==> src/rtl/impq_pkg.sv <==
// ----------------------------------------------------------------------------
// impq_pkg: shared types and constants of the indexed min priority queue
// Holds the request and response structs, the heap entry and the codes.
// ----------------------------------------------------------------------------
package impq_pkg;

  localparam int CAPACITY   = 256;
  localparam int IDX_W      = $clog2(CAPACITY);
  localparam int POS_W      = $clog2(CAPACITY + 1);
  localparam int HEAP_DEPTH = CAPACITY + 1;
  localparam int PRIO_W     = 32;
  localparam int FUNC_W     = 3;
  localparam int ERR_W      = 2;

  localparam logic [FUNC_W-1:0] FUNC_INSERT   = 3'd0;
  localparam logic [FUNC_W-1:0] FUNC_DEL_MIN  = 3'd1;
  localparam logic [FUNC_W-1:0] FUNC_DELETE   = 3'd2;
  localparam logic [FUNC_W-1:0] FUNC_CHANGE   = 3'd3;
  localparam logic [FUNC_W-1:0] FUNC_DECREASE = 3'd4;
  localparam logic [FUNC_W-1:0] FUNC_INCREASE = 3'd5;
  localparam logic [FUNC_W-1:0] FUNC_QUERY    = 3'd6;

  localparam logic [ERR_W-1:0] ERR_OK     = 2'd0;
  localparam logic [ERR_W-1:0] ERR_FULL   = 2'd1;
  localparam logic [ERR_W-1:0] ERR_ABSENT = 2'd2;
  localparam logic [ERR_W-1:0] ERR_EMPTY  = 2'd3;

  typedef struct packed {
    logic [FUNC_W-1:0]        func;
    logic [IDX_W-1:0]         entry_index;
    logic signed [PRIO_W-1:0] priority_req;
  } req_t;

  typedef struct packed {
    logic [IDX_W-1:0]         removed_index;
    logic signed [PRIO_W-1:0] removed_priority;
    logic                     present;
    logic [IDX_W-1:0]         min_index;
    logic signed [PRIO_W-1:0] min_priority;
    logic [POS_W-1:0]         count;
    logic                     empty_res;
    logic [ERR_W-1:0]         error;
  } rsp_t;

  typedef struct packed {
    logic [IDX_W-1:0]         idx;
    logic signed [PRIO_W-1:0] prio;
  } heap_ent_t;

endpackage

==> src/rtl/impq_cmp.sv <==
// ----------------------------------------------------------------------------
// impq_cmp: shared priority comparator
// Signed Q16.16 strict greater-than, used by every sift step.
// ----------------------------------------------------------------------------
module impq_cmp
  import impq_pkg::*;
(
  input  logic signed [PRIO_W-1:0] a_i,
  input  logic signed [PRIO_W-1:0] b_i,
  output logic                     gt_o
);

  assign gt_o = (a_i > b_i);

endmodule

==> config.mk <==
export PLATFORM = sky130hd
export DESIGN_NAME = impq_cmp
export DESIGN_NICKNAME = d
export VERILOG_FILES = /design/src/rtl/impq_pkg.sv /design/src/rtl/impq_cmp.sv
export SDC_FILE = /design/constraint.sdc
export NUM_CORES = 1
export LEC_CHECK = 0
export ABC_AREA = 0
export ABC_CLOCK_PERIOD_IN_PS = 4500
export CAP_MARGIN = 20
export CORE_ASPECT_RATIO = 1.1
export CORE_MARGIN = 2
export CORE_UTILIZATION = 25
export DETAILED_ROUTE_END_ITERATION = 7
export DONT_BUFFER_PORTS = 1
export PLACE_DENSITY_LB_ADDON = 0.05
export SYNTH_ARGS = -nofsm -noshare
export SYNTH_HDL_FRONTEND = slang
export SYNTH_SLANG_ARGS = --single-unit
export TNS_END_PERCENT = 100
==> constraint.sdc <==
create_clock -name vclk -period 4.5
set_clock_uncertainty 0.2 [all_clocks]
set_input_delay 0.225 -clock vclk [all_inputs]
set_output_delay 0.225 -clock vclk [all_outputs]
set_load 0.01 [all_outputs]
==> metrics.txt <==
commonest non-fill, non-tap cells in the layout 32 x inv_1, 32 x ha_1, 11 x a21oi_1; Sequential Area 0 um^2; postcts setup bufs 0; CP Data Arrival Time 1900 ps; Final Non-Filler Cells 147; detailed placement HPWL 1650 um; cts repair resizes 0; placed cells 147; gr usage total 8.52%; LEAKAGE 0.517 nW; Least-Margin Pin Slew 346 ps; final setup fails 0; WS Path Type in2out; Wirelength per Cell 11.2 um; CP max stage cell nor4_1; clock buf count 0; hold slack 560 ps; FILL cells 354; Area Overhead vs Synth 5.29%; setup TNS 0 ps; Fmax 430 MHz; CP max stage delay 380 ps; core outline area 3050 um^2; die area 3690 um^2; Netlist Area Pre-Place 805 um^2; Die W 58.1 um; DIE HEIGHT 63.5 um; critical path required time 4070 ps; Hold Crit Class in2out; Tmin final 2330 ps; metal2 WL 935 um; cts hold-fix bufs 0; vias 748; Design Area, Final 847 um^2; ant diodes 0; unrepaired setup endpoints after global routing no; Starting Density 26.4%; met3 WL 79 um; Final ANT Viol Nets 0; DR top layer met3; Metal-1 WL 637 um; # DRC 0; Gate power share 100.0%; 1st-iter DRT viols 11; Net count, final 211; Ys Warns 0; sequential power share 0%; Final Hold Fails 0; Buffers on Ports 0; Overall Power 62.4 uW; Critical Path Fanout Max 3; Post-Place Cell Area 847 um^2; HP Start a_i[31]; Mean Syn Cell Area 7.12 um^2; initial antenna violation count 0; global-route wire length before repair 2640 um; CP startpoint b_i[14]; Cell Int Power 29.2 uW; relative slew slack 76.7%; Core Util, Final 27.8%; maximum vdd ir drop 26.5 uV; Worst setup SP type primary input; num sequential 0; Period Utilization, post-route 51.7%; Cell variety after synth 19; area taken by multi-input logic gates 684 um^2; WL final 1650 um; setup ws final 2170 ps; vias in the first global route 723; IO Pins 65; Worst Setup End Kind output port; Net Switching 33.2 uW; Syn Nets 209; status finished, final reports clean; Vias per Instance 5.09; Syn Inst Count 113; maxcap violations 0; Pins Over Slew Limit 0; Switching Share 53.2%; gr ovfl total 0; largest net degree at the start of global routing 5; worst slack at placement 2110 ps; Rows 21; gpl congestion 0.604; Pre-antenna DRT Iters 3; share of cells above drive strength 1 0.885%; Seq/Total Area, Yosys 0%; PwrDens 73.7 nW/um^2; crit-path cells inv_1 > ha_1 > nand4_1 > nor4_1 > a21boi_1 > o31ai_1 > o2111ai_1 > mux2i_1; Clk pwr share 0%
per-layer routing:
metal	track usage, %	vias to the layer above
li1	-	397
met5	0	-
met3	0	0
met4	0	0
met2	18.3	27
met1	9.40	324
critical path: cells and delay by family:
| kind | cells | cell delay (ps) |
|---|---|---|
| fa+ha+maj | 1 | 310 |
| compound gates | 3 | 430 |
| buf+inv | 1 | 20 |
| mux | 1 | 360 |
| simple gates | 2 | 550 |
final cells by class:
| class | instances | area share [%] |
|---|---|---|
| well taps | 34 | 5.02 |
| inverters | 32 | 14.2 |
| multi-input cells | 81 | 80.8 |
synthesized netlist by cell type, types with 2 or more instances:
master	count	area share [%]
a21oi_1	11	6.8
o21ai_0	4	2.5
inv_1	32	15
a21o_1	4	3.7
ha_1	32	50
nand2_1	6	2.8
nand3_1	3	1.9
nand4_1	7	5.4
nor4_1	2	1.6
nor2_1	3	1.4
cell families after synthesis:
family	count (synthesis)	synth area share, %
mux	1	1.24
fa+ha+maj	32	49.8
simple gates	22	13.8
buf+inv	32	14.9
compound gates	26	20.2
path summary, 6_finish.rpt:
check,to,cells after the start,slack (ps)
worst min-delay path,gt_o,2,560
worst max-delay path,gt_o,8,2170
power groups by stage:
stage	clock (mW)	combinational, mW	sequential, mW
detailed placement	0	0.0641	0
global route	0	0.0757	0
finish	0	0.0624	0
CTS	0	0.0646	0
floorplan	0	0.0513	0
global placement	0	0.0633	0
No activity file was read; power rests on OpenSTA's default activity.
