### config.mk
export PLATFORM = sky130hd
export DESIGN_NAME = impq_ram
export DESIGN_NICKNAME = d
export VERILOG_FILES = /design/src/rtl/impq_ram.sv
export SDC_FILE = /design/constraint.sdc
export NUM_CORES = 1
export LEC_CHECK = 0
export BUFFER_PORTS_ARGS = -buffer_cell sky130_fd_sc_hd__buf_2
export CORE_ASPECT_RATIO = 1.75
export CORE_MARGIN = 3
export CORE_UTILIZATION = 60
export CTS_CLUSTER_DIAMETER = 80
export DETAILED_ROUTE_END_ITERATION = 6
export HOLD_SLACK_MARGIN = 0.06
export PLACE_DENSITY = 0.82
export REMOVE_ABC_BUFFERS = 1
export SYNTH_ARGS = -nofsm -noshare
export SYNTH_HDL_FRONTEND = slang
export SYNTH_SLANG_ARGS = --single-unit
### constraint.sdc
create_clock -name clk_i -period 2.16 [get_ports clk_i]
set_input_delay 0.108 -clock clk_i [delete_from_list [all_inputs] [get_ports clk_i]]
set_output_delay 0.108 -clock clk_i [all_outputs]
set_load 0.02 [all_outputs]
### src/rtl/impq_ram.sv
// ----------------------------------------------------------------------------
// impq_ram: generic simple dual port RAM
// One write port, one read port, read data registered.
// ----------------------------------------------------------------------------
module impq_ram #(
  parameter int WIDTH = 8,
  parameter int DEPTH = 16
) (
  input  logic                     clk_i,
  input  logic                     we_i,
  input  logic [$clog2(DEPTH)-1:0] waddr_i,
  input  logic [WIDTH-1:0]         wdata_i,
  input  logic [$clog2(DEPTH)-1:0] raddr_i,
  output logic [WIDTH-1:0]         rdata_o
);

  logic [WIDTH-1:0] mem_q [DEPTH];

  always_ff @(posedge clk_i) begin
    if (we_i) begin
      mem_q[waddr_i] <= wdata_i;
    end
    rdata_o <= mem_q[raddr_i];
  end

endmodule

==> metrics.txt <==
GRT Residual Overflow=0; startpoint of the lowest-slack register-to-register path=mem_q[8][1]$_DFFE_PP_; ratio of final minimum period to clock period=62.1%; pin count of the biggest net entering global routing=33; I/O pin count=26; Placement Rows=44; Total GRT Usage=22.1%; Area contributors post-synth=sky130_fd_sc_hd__edfxtp_1, sky130_fd_sc_hd__mux4_2, sky130_fd_sc_hd__mux4_1; antenna diode count=0; critical path fanouts, max=1; Most Used Layer, Global Route=met2; number of cells on the worst hold path=1; DRC viols=0; count of unique library cells instantiated by Yosys=19; # Max-Cap Violations=0; Root Buffer Master=sky130_fd_sc_hd__clkbuf_16; Top FF cell, synth=sky130_fd_sc_hd__edfxtp_1; wire length of the first global-routing pass=15000 um; class of the tightest hold or removal check=input pin to flop; power spent charging and discharging nets=0.00119 W; met2 usage in global routing=38.6%; GPL Wtd Cong=0.788; startpoint kind of the worst setup timing path=flop; HPWL reported at the end of detailed placement=6340 um; Crit path arrival time=1.63 ns; Critical Path End Type=flop; share of final-layout standard cells stronger than drive strength 1=31.4%; portion of synthesized cell area occupied by the leading cell type=74.7%; DR iter-0 viols=223; total clock buffers created by CTS=17; mean post-synth cell area=22.5 um^2; top cell type by total area after synthesis=sky130_fd_sc_hd__edfxtp_1; Final Hold Viols=0; Clk pwr share=47.2%; die height=129 um; Worst Tran Pin Value=0.765 ns; total die area=9770 um^2; Critical Path Source=mem_q[8][1]$_DFFE_PP_; number of flops mapped to enable cells by yosys=128; setup repair after global routing missed its margin=no; post-synthesis sequential element count=136; time the worst path needs with I/O delays and setup=1.34 ns; number of clock sinks seen by CTS=136; DP Worst Slack=0.452 ns; areal power density over the cells=1010 nW/um^2; first-pass iteration count of the detailed router=4; number of antenna-violating nets in the routed design=0; Area Overhead vs Synth=18.8%; fraction of the yosys area taken by sequential cells=77.8%; Min-Delay Startpoint=wdata_i[2]; Slew Limit Fails=0; wire length per cell=23.8 um; length in cells of the worst reg-to-reg path=3; Hold Buf Count CTS=0; number of H-tree branching levels=4; Final Core Density=73.6%; clock tree from TritonCTS=yes; number of antenna violations at the first check in global routing=0; share of total power consumed by net switching=19.3%; Die Wd=76.0 um; met3 track utilization from global routing=5.81%; post-route cell area=6120 um^2; Reg clk slew, reported paths=0.06 ns; sequential fraction of design power=48.1%; share of synthesized flip-flops with an asynchronous set or reset=0%; Clock Tree Buf Depth=2; number of setup violations in the final report=0; placed instance area=5510 um^2; vias in the first global route=2523; Vias=2405; Core Box Area=8310 um^2; met1 usage=25.9%; status=completed; final layout net count=301; Worst Clk Skew=0.00444 ns; Comb power frac=4.7%; count of warnings emitted by yosys=0; post-CTS resize count=0; cell with the most instances after synthesis=sky130_fd_sc_hd__edfxtp_1; via count normalized by instance count=5.85; most numerous cell types in the synthesized netlist=sky130_fd_sc_hd__edfxtp_1, sky130_fd_sc_hd__mux4_2, sky130_fd_sc_hd__a22oi_1, sky130_fd_sc_hd__mux4_1, sky130_fd_sc_hd__nor2_1; postcts setup bufs=0; worst setup path category=flop to flop; later-pin clock latency in the skew report=0.41 ns; endpoint required time on the critical path=2.45 ns; cell internal power dissipation=0.00499 W; post-synth design cell area=5150 um^2; routed wire length=9780 um; initial core utilization=61.9%; upper clock frequency limit=746 MHz; setup_tns=0 ns; cell count after synthesis=229; Worst Slack Setup Final=0.819 ns; number of buffer cells added on primary ports=25; slew margin rel.=48.8%; IR Drop Worst-Case VDD=688 uV; leakage power=2.10 nW
critical path, cell delays in order (launching register included):
cell and delay (ns):
sky130_fd_sc_hd__edfxtp_1 0.36, sky130_fd_sc_hd__mux4_1 0.51, sky130_fd_sc_hd__a22oi_1 0.26, sky130_fd_sc_hd__nand2_1 0.09
cells in the final DEF, fill, tap and decap left out:
master                       Yosys  final
sky130_fd_sc_hd__a22oi_1        16     16
sky130_fd_sc_hd__and2_1          1      1
sky130_fd_sc_hd__and2b_1         1      1
sky130_fd_sc_hd__buf_12          0      2
sky130_fd_sc_hd__buf_2           3     25
sky130_fd_sc_hd__buf_4           1     18
sky130_fd_sc_hd__bufinv_16       0      4
sky130_fd_sc_hd__clkbuf_1        0      1
sky130_fd_sc_hd__clkbuf_16       0     17
sky130_fd_sc_hd__clkinv_1        0      2
sky130_fd_sc_hd__clkinv_2        0      3
sky130_fd_sc_hd__clkinv_4        0      1
sky130_fd_sc_hd__clkinvlp_4      0      4
sky130_fd_sc_hd__dfxtp_1         8      8
sky130_fd_sc_hd__edfxtp_1      128    128
sky130_fd_sc_hd__mux4_1         14     14
sky130_fd_sc_hd__mux4_2         18     18
sky130_fd_sc_hd__nand2_1         9      9
sky130_fd_sc_hd__nand2b_1        2      2
sky130_fd_sc_hd__nand3_1         1      1
sky130_fd_sc_hd__nand3b_1        2      2
sky130_fd_sc_hd__nor2_1         13     13
sky130_fd_sc_hd__nor2b_1         1      1
sky130_fd_sc_hd__nor3_1          4      4
sky130_fd_sc_hd__or3b_2          1      1
metrics by stage:
stage	hold slack (ns)	std cells	total power, W
finish	0.0871	411	0.00617
floorplan	0.207	219	0.00316
global route	0.0791	411	0.00635
detailed placement	0.498	379	0.00331
global placement	0.488	379	0.00330
CTS	0.0634	411	0.00623
logic make-up (layout without fill, tap and decap cells):
logic type,Yosys count,after routing,share of synthesized area [%]
and+or+nand+nor,35,35,3.18
DFF,136,136,77.8
AOI/OAI and AO/OA,16,16,2.33
buffers and inverters,10,77,1.68
muxes,32,32,15.0
registers in the layout (all words and copies together) (netlist names):
| name | count |
|---|---|
| rdata_o | 8 |
| mem_q | 128 |
layer usage:
metal | up-vias | wire, um
met5 | - | 0
met2 | 74 | 5250
met1 | 1234 | 3780
li1 | 1080 | -
met3 | 17 | 491
met4 | 0 | 260
worst paths after layout:
path | end | slack [ns]
min reg2reg | rdata_o[4]$_DFF_P_ | 0.68
min | mem_q[13][2]$_DFFE_PP_ | 0.09
max reg2reg | rdata_o[1]$_DFF_P_ | 0.82
max | rdata_o[1]$_DFF_P_ | 0.82
cell type report:
class,instances,area [um^2]
Clock buffer,18,429
Clock inverter,14,181
Fill cell,460,2200
Multi-Input combinational cell,83,1060
Sequential cell,136,4000
Tap cell,115,144
Timing Repair Buffer,45,300
power by group through the flow:
stage               Clock, W  Sequential, W  Combinational (W)
CTS                  0.00296        0.00297           0.000292
floorplan                  0        0.00304           0.000118
finish               0.00292        0.00297           0.000288
global placement           0        0.00302           0.000280
global route         0.00306        0.00298           0.000311
detailed placement         0        0.00302           0.000291
Power figures use the tool's default switching activity.
